==> src/rtl/core/int8_block_scaled_dot_accumulator_macros.svh <==
// Assertion macros for the block-scaled int8 dot accumulator.
// Included by the modules that carry concurrent assertions.
`ifndef INT8_BLOCK_SCALED_DOT_ACCUMULATOR_MACROS_SVH
`define INT8_BLOCK_SCALED_DOT_ACCUMULATOR_MACROS_SVH

// same-cycle implication, disabled in reset
`define BSDA_ASSERT_NOW(lbl, clk, rst_n, ante, cons) \
    lbl: assert property (@(posedge clk) disable iff (!rst_n) (ante) |-> (cons)) \
        else $error("bsda assertion failed");

// next-cycle implication, disabled in reset
`define BSDA_ASSERT_NXT(lbl, clk, rst_n, ante, cons) \
    lbl: assert property (@(posedge clk) disable iff (!rst_n) (ante) |=> (cons)) \
        else $error("bsda assertion failed");

`endif

==> src/rtl/core/bsda_pkg.sv <==
// Package for the block-scaled int8 dot accumulator: item types,
// float unit request type and shared constants. No dependencies.
`timescale 1ns / 1ps
`default_nettype none

package bsda_pkg;

    localparam int TILE_K_DEF = 64;
    localparam int FP_INT_W   = 24;   // integer tile sum width into the float unit
    localparam int FP_M_W     = 52;   // unrounded mantissa width
    localparam int FP_E_W     = 11;   // unrounded exponent width
    localparam int FP_S_W     = 12;   // normalize shift width

    typedef struct packed {
        logic signed [7:0] x_val;
        logic signed [7:0] w_val;
        logic [31:0]       x_scale;
        logic [31:0]       w_scale;
        logic [31:0]       bias_val;
        logic              k_last;
    } t_in_item;

    typedef struct packed {
        logic [15:0] y_value;
    } t_out_item;

    typedef struct packed {
        logic bias_enable;
    } t_cfg_item;

    typedef enum logic [1:0] {
        FP_MUL = 2'd0,
        FP_ADD = 2'd1,
        FP_CVT = 2'd2
    } t_fp_op;

    typedef struct packed {
        t_fp_op                      op;
        logic [31:0]                 a;
        logic [31:0]                 b;
        logic signed [FP_INT_W-1:0]  ival;
    } t_fp_req;

endpackage

`default_nettype wire

==> src/rtl/core/bsda_fp_unit.sv <==
// Shared fp32 unit: multiply, add and int-to-float, three-stage pipeline
// (operand prep, leading-one search, shift and round). Uses bsda_pkg.
`timescale 1ns / 1ps
`default_nettype none

module bsda_fp_unit
    import bsda_pkg::*;
(
    input  wire logic        i_clk,
    input  wire logic        i_rst_n,
    input  wire logic        i_start,
    input  wire t_fp_req     i_req,
    output logic             o_done,
    output logic [31:0]      o_result
);

    logic        sa, sb, nan_a, nan_b, inf_a, inf_b, zero_a, zero_b;
    logic [7:0]  eea, eeb, ee_big, ee_small, d;
    logic [23:0] ma, mb, m_big, m_small;
    logic [47:0] prod;
    logic        a_big, s_big, sub;
    logic [5:0]  dd;
    logic [99:0] wide_small;
    logic [49:0] big50, aligned;
    logic [51:0] addend;
    logic [24:0] mag;

    logic                     f_sign, f_spec;
    logic signed [FP_E_W-1:0] f_e;
    logic [FP_M_W-1:0]        f_m;
    logic [31:0]              f_sbits;

    logic                     r_a_v, r_a_sign, r_a_spec;
    logic signed [FP_E_W-1:0] r_a_e;
    logic [FP_M_W-1:0]        r_a_m;
    logic [31:0]              r_a_sbits;

    logic                     r_b_v, r_b_sign, r_b_spec;
    logic signed [FP_E_W-1:0] r_b_e;
    logic signed [FP_S_W-1:0] r_b_s;
    logic [FP_M_W-1:0]        r_b_m;
    logic [31:0]              r_b_sbits;

    logic                     r_c_v;
    logic [31:0]              r_c_res;

    assign sa     = i_req.a[31];
    assign sb     = i_req.b[31];
    assign nan_a  = (i_req.a[30:23] == 8'hFF) && (i_req.a[22:0] != 23'd0);
    assign nan_b  = (i_req.b[30:23] == 8'hFF) && (i_req.b[22:0] != 23'd0);
    assign inf_a  = (i_req.a[30:23] == 8'hFF) && (i_req.a[22:0] == 23'd0);
    assign inf_b  = (i_req.b[30:23] == 8'hFF) && (i_req.b[22:0] == 23'd0);
    assign zero_a = (i_req.a[30:0] == 31'd0);
    assign zero_b = (i_req.b[30:0] == 31'd0);
    assign eea    = (i_req.a[30:23] == 8'd0) ? 8'd1 : i_req.a[30:23];
    assign eeb    = (i_req.b[30:23] == 8'd0) ? 8'd1 : i_req.b[30:23];
    assign ma     = {(i_req.a[30:23] != 8'd0), i_req.a[22:0]};
    assign mb     = {(i_req.b[30:23] != 8'd0), i_req.b[22:0]};
    assign prod   = ma * mb;

    // add alignment: larger magnitude kept, smaller shifted with sticky
    assign a_big      = (i_req.a[30:0] >= i_req.b[30:0]);
    assign s_big      = a_big ? sa : sb;
    assign ee_big     = a_big ? eea : eeb;
    assign ee_small   = a_big ? eeb : eea;
    assign m_big      = a_big ? ma : mb;
    assign m_small    = a_big ? mb : ma;
    assign sub        = sa ^ sb;
    assign d          = ee_big - ee_small;
    assign dd         = (d > 8'd60) ? 6'd60 : d[5:0];
    assign wide_small = {m_small, 76'd0} >> dd;
    assign aligned    = wide_small[99:50];
    assign big50      = {m_big, 26'd0};
    assign addend     = {2'b00, aligned[49:1], aligned[0] | (|wide_small[49:0])};
    assign mag        = i_req.ival[FP_INT_W-1]
                        ? (25'd0 - {i_req.ival[FP_INT_W-1], i_req.ival})
                        : {1'b0, i_req.ival};

    always_comb begin
        f_sign  = 1'b0;
        f_e     = '0;
        f_m     = '0;
        f_spec  = 1'b0;
        f_sbits = 32'd0;
        unique case (i_req.op)
            FP_MUL: begin
                f_sign = sa ^ sb;
                f_e    = $signed({3'b000, eea}) + $signed({3'b000, eeb}) - 11'sd300;
                f_m    = {4'd0, prod};
                if (nan_a || nan_b || (inf_a && zero_b) || (inf_b && zero_a)) begin
                    f_spec  = 1'b1;
                    f_sbits = 32'h7FC0_0000;
                end else if (inf_a || inf_b) begin
                    f_spec  = 1'b1;
                    f_sbits = {sa ^ sb, 8'hFF, 23'd0};
                end
            end
            FP_ADD: begin
                f_m    = sub ? ({2'b00, big50} - addend) : ({2'b00, big50} + addend);
                f_sign = (f_m == '0) ? (sa & sb) : s_big;
                f_e    = $signed({3'b000, ee_big}) - 11'sd176;
                if (nan_a || nan_b || (inf_a && inf_b && sub)) begin
                    f_spec  = 1'b1;
                    f_sbits = 32'h7FC0_0000;
                end else if (inf_a) begin
                    f_spec  = 1'b1;
                    f_sbits = {sa, 8'hFF, 23'd0};
                end else if (inf_b) begin
                    f_spec  = 1'b1;
                    f_sbits = {sb, 8'hFF, 23'd0};
                end
            end
            FP_CVT: begin
                f_sign = i_req.ival[FP_INT_W-1];
                f_m    = {27'd0, mag};
            end
            default: begin
                f_spec  = 1'b1;
                f_sbits = 32'h7FC0_0000;
            end
        endcase
    end

    // stage B: leading one and shift amount (subnormal floor)
    logic [5:0]               lead;
    logic signed [FP_S_W-1:0] s_hi, s_lo, s_sel;

    always_comb begin
        lead = 6'd0;
        for (int i = 0; i < FP_M_W; i++) begin
            if (r_a_m[i]) begin
                lead = 6'(i);
            end
        end
        s_hi  = $signed({6'd0, lead}) - 12'sd23;
        s_lo  = -(FP_S_W'(r_a_e) + 12'sd149);
        s_sel = (s_hi > s_lo) ? s_hi : s_lo;
    end

    // stage C: shift, round to nearest even, pack
    logic [5:0]   sh;
    logic [115:0] wide_m;
    logic [24:0]  q25, q_l;
    logic [23:0]  qn;
    logic [4:0]   lsh;
    logic signed [12:0] ex;
    logic [31:0]  pack;

    always_comb begin
        sh     = (r_b_s > 12'sd60) ? 6'd60 : r_b_s[5:0];
        wide_m = {r_b_m, 64'd0} >> sh;
        lsh    = r_b_s[4:0];
        lsh    = 5'd0 - lsh;
        q_l    = 25'(r_b_m << lsh);
        if (r_b_s > 12'sd0) begin
            q25 = wide_m[88:64] + {24'd0, wide_m[63] & ((|wide_m[62:0]) | wide_m[64])};
        end else begin
            q25 = q_l;
        end
        ex = 13'(r_b_e) + 13'(r_b_s) + 13'sd150;
        if (q25[24]) begin
            qn = q25[24:1];
            ex = ex + 13'sd1;
        end else begin
            qn = q25[23:0];
        end
        if (!qn[23]) begin
            pack = {r_b_sign, 8'd0, qn[22:0]};
        end else if (ex >= 13'sd255) begin
            pack = {r_b_sign, 8'hFF, 23'd0};
        end else begin
            pack = {r_b_sign, ex[7:0], qn[22:0]};
        end
        if (r_b_spec) begin
            pack = r_b_sbits;
        end
    end

    always_ff @(posedge i_clk) begin
        if (!i_rst_n) begin
            r_a_v <= 1'b0;
            r_b_v <= 1'b0;
            r_c_v <= 1'b0;
        end else begin
            r_a_v <= i_start;
            r_b_v <= r_a_v;
            r_c_v <= r_b_v;
        end
        r_a_sign  <= f_sign;
        r_a_e     <= f_e;
        r_a_m     <= f_m;
        r_a_spec  <= f_spec;
        r_a_sbits <= f_sbits;
        r_b_sign  <= r_a_sign;
        r_b_e     <= r_a_e;
        r_b_m     <= r_a_m;
        r_b_s     <= s_sel;
        r_b_spec  <= r_a_spec;
        r_b_sbits <= r_a_sbits;
        r_c_res   <= pack;
    end

    assign o_done   = r_c_v;
    assign o_result = r_c_res;

endmodule

`default_nettype wire

==> config.mk <==
export PLATFORM = sky130hd
export DESIGN_NAME = bsda_fp_unit
export DESIGN_NICKNAME = d
export VERILOG_FILES = /design/src/rtl/core/int8_block_scaled_dot_accumulator_macros.svh /design/src/rtl/core/bsda_pkg.sv /design/src/rtl/core/bsda_fp_unit.sv
export SDC_FILE = /design/constraint.sdc
export NUM_CORES = 2
export LEC_CHECK = 0
export BUFFER_PORTS_ARGS = -buffer_cell sky130_fd_sc_hd__buf_4
export CAP_MARGIN = 30
export CORE_ASPECT_RATIO = 0.9
export CORE_MARGIN = 2
export CORE_UTILIZATION = 50
export CTS_CLUSTER_DIAMETER = 60
export DETAILED_ROUTE_END_ITERATION = 8
export PLACE_DENSITY = 0.66
export SLEW_MARGIN = 20
export SYNTH_ARGS = -nofsm -noshare
export SYNTH_HDL_FRONTEND = slang
export SYNTH_SLANG_ARGS = --single-unit
==> constraint.sdc <==
create_clock -name i_clk -period 26.1 [get_ports i_clk]
set_clock_uncertainty 0.05 [all_clocks]
set_input_delay 1.305 -clock i_clk [delete_from_list [all_inputs] [get_ports i_clk]]
set_output_delay 1.305 -clock i_clk [all_outputs]
set_load 0.01 [all_outputs]
==> flow_summary_export.csv <==
group,metric,value,unit
status,outcome,"finished, final reports clean",
synthesis,ys_warn_count,0,
synthesis,synth.largest_area_cell,"fa_1",
cts,cts.root.buffer_cell,"clkbuf_16",
floorplan,die_w,305,um
synthesis,synth_cell_types,120,
synthesis,yosys.area_share.xor_xnor,0.0353,
sta,max_freq,76.2,MHz
global_route,grt_antenna_before_repair,4,
global_route,grt_first_pass_wirelength,223,mm
worst_hold_path,hp-class,"flip-flop to flip-flop",
run,max-cap-violations,0,
routing,vias,37705,
synthesis,synth_top_family_by_area,"adder cells",
sta,final_setup_vio_count,0,
routing,detailedRoute.firstIterationViolations,4321,
routing,antenna_left,0,
setup_path,worstSetupPathType,"primary input to flip-flop",
setup_path,cp_slowest_cell,"nor4_1",
synthesis,synth_fp_nets,6058,
sta,minimum_clock_period_after_layout,13130,ps
floorplan,top_level_ports,126,
synthesis,yosysSeqAreaShare,0.0886,
setup_path,cp.required,26340,ps
synthesis,synth_area_per_cell,7.96,um2
routing,number_of_detailed_routing_iterations_run_before_antenna_repair,6,
cts,clock_tree.htree_level_count,4,
routing,finalWirelength,143,mm
setup_path,critical_path_arrival,13360,ps
cts,clock_sinks,181,
floorplan,die_area,84100,um2
routing,route.detailed.drc,0,
finish,fin_area,42700,um2
synthesis,postSynth.asyncResetShare,0,
global_route,grt_pass1_vias,36706,
sta,final.period_utilization,0.503,
synthesis,area_share_of_the_leading_cell_type_in_the_synthesized_netlist,0.238,
cts,cts.reportedPaths.clkPinSlew,80,ps
synthesis,area_share_of_fa_ha_maj_cells_after_synthesis,0.343,
synthesis,syn-instance-count,5136,
synthesis,synth_enable_flop_cells,0,
sta,fin_ws,12970,ps
synthesis,fraction_of_the_mapped_netlist_area_in_compound_gates,0.174,
sta,finalSetupTns,0,ps
finish,syn2layout_area_growth,4.48,%
setup_path,critical_path.max_stage_delay,660,ps
sta,rsz0062_at_grt,"no",
synthesis,yosys-top-cells-area,"fa_1 (24%), ha_1 (10%), dfxtp_1 (8.9%)",
floorplan,initial_core_utilization,0.505,
cts,ctsLongestPathBuffers,2,
synthesis,synth_ff_type,"dfxtp_1",
synthesis,muxShareOfSynthArea,0.0668,
synthesis,synth.cell_area,40900,um2
sta,timing_hold_violations_final,0,
sta,drv_slew,0,
floorplan,floorplan.rows,99,
finish,fill_cells,7925,
setup_path,end_kind,"flip-flop",
cts,cts_resized,0,
floorplan,die_h,275,um
cts,tritoncts,"done",
placed_design,post-place-ws,12870,ps
global_route,grt.overflow.total,0,
cts,post_cts_buffers,0,
global_route,grt_total_usage,0.342,
cts,cts_hold_buf,0,
setup_path,startpoint_kind_of_the_worst_setup_timing_path,"primary input",
finish,drive_above_1_share,0.0782,
sta,max_slew_margin,0.225,
routing,avgRoutedWirePerCell,23.5,um
synthesis,netlist_top_cells_count,"nand2_1 (755), inv_1 (683), fa_1 (486)",
sta,worst_slew_pin_slew,1160,ps
placed_design,dpl_cell_area,42100,um2
finish,finalNetCount,5946,
placed_design,hpwlAfterDp,113,mm
floorplan,core_region_area,81000,um2
synthesis,ys_seq_elements,181,
synthesis,most_common_cell_in_the_synthesized_netlist,"nand2_1",
cts,cts_inserted_buffers,17,
placed_design,buffer_ports.inserted,125,
global_route,largest_net_degree_at_the_start_of_global_routing,67,
cts,insertion_delay,450,ps
synthesis,post_synth_and_or_nand_nor_area_fraction,0.192,
placed_design,finalWeightedCongestion,1.00,
setup_path,worstPathMaxFanout,34,
routing,routed_via_density,6.18,
## sequential cells by signal, indices dropped and copies added (netlist names)
| name | flops |
|---|---|
| r_b_sbits | 3 |
| r_a_spec | 1 |
| r_b_spec | 1 |
| r_b_v | 1 |
| r_b_m | 52 |
| r_b_sign | 1 |
| r_a_m | 52 |
| o_done | 1 |
| r_a_sign | 1 |
| r_a_v | 1 |
| o_result | 32 |
| r_b_e | 10 |
| r_a_e | 10 |
| r_b_s | 12 |
| r_a_sbits | 3 |
## area by class of cell
class | instances | area, um2 | area share
tap | 1060 | 1330 | 0.0310
clock inverter | 13 | 134 | 0.00313
inverter | 686 | 2570 | 0.0603
antenna | 1 | 2.50 | 0.0000586
multi-input combinational | 3958 | 33300 | 0.779
timing repair buffer | 180 | 1360 | 0.0318
clock buffer | 19 | 443 | 0.0104
sequential | 181 | 3620 | 0.0848
## per-layer routing
| metal | vias to the layer above | track usage | share of wire |
|---|---|---|---|
| li1 | 17030 | - | - |
| met1 | 18429 | 0.489 | 0.44 |
| met2 | 1976 | 0.492 | 0.41 |
| met3 | 266 | 0.104 | 0.12 |
| met4 | 4 | 0.106 | 0.034 |
| met5 | - | 0 | 0.00016 |
## critical path, delay by kind of cell
family | cells | cell delay [ps]
and+or+nand+nor | 15 | 5100
muxes | 2 | 470
adders and majority gates | 4 | 1390
buffers and inverters | 4 | 1080
AOI/OAI and AO/OA | 14 | 3960
## cell families after synthesis
family | count (synthesis)
AOI/OAI and AO/OA | 1069
xor gates and xnor gates | 165
adders and majority gates | 829
buffers and inverters | 997
DFF | 181
muxes | 219
and+or+nand+nor | 1676
## worst paths after layout
check / slack, ps / end / depth (start not counted) / from
min: 280 / r_b_spec / 0 / r_a_spec
max: 12970 / r_a_sign / 39 / i_req[38]
max reg2reg: 17740 / o_result[22] / 25 / r_b_s[0]
min reg2reg: 280 / r_b_spec / 0 / r_a_spec
## placed cells by master (no fill, tap or decap), types with 37 or more instances in the layout
| cell | Yosys | final |
|---|---|---|
| nand2_1 | 755 | 755 |
| inv_1 | 683 | 683 |
| fa_1 | 486 | 486 |
| ha_1 | 343 | 342 |
| a21oi_1 | 298 | 296 |
| nor2_1 | 289 | 284 |
| o21ai_0 | 190 | 190 |
| dfxtp_1 | 181 | 181 |
| buf_4 | 20 | 177 |
| mux2i_1 | 161 | 161 |
| and2_1 | 156 | 156 |
| a211oi_1 | 121 | 121 |
| nor3_1 | 108 | 108 |
| xnor2_1 | 96 | 96 |
| nand3_1 | 80 | 80 |
| xor2_1 | 69 | 69 |
| o22ai_1 | 56 | 56 |
| a31oi_1 | 45 | 45 |
| nor4_1 | 44 | 42 |
| o21bai_1 | 38 | 38 |
| a21o_1 | 37 | 37 |
## metrics by stage
step | hold slack (ps) | util | std cells
floorplan | 260 | - | 5136
global placement | 262 | 0.520 | 6060
detailed placement | 262 | 0.520 | 6063
CTS | 280 | 0.527 | 6095
global route | 296 | 0.527 | 6097
finish | 280 | 0.527 | 6098
Power is not shown: default switching activity piles up to over one toggle a cycle in this logic, so the estimate is an artifact.
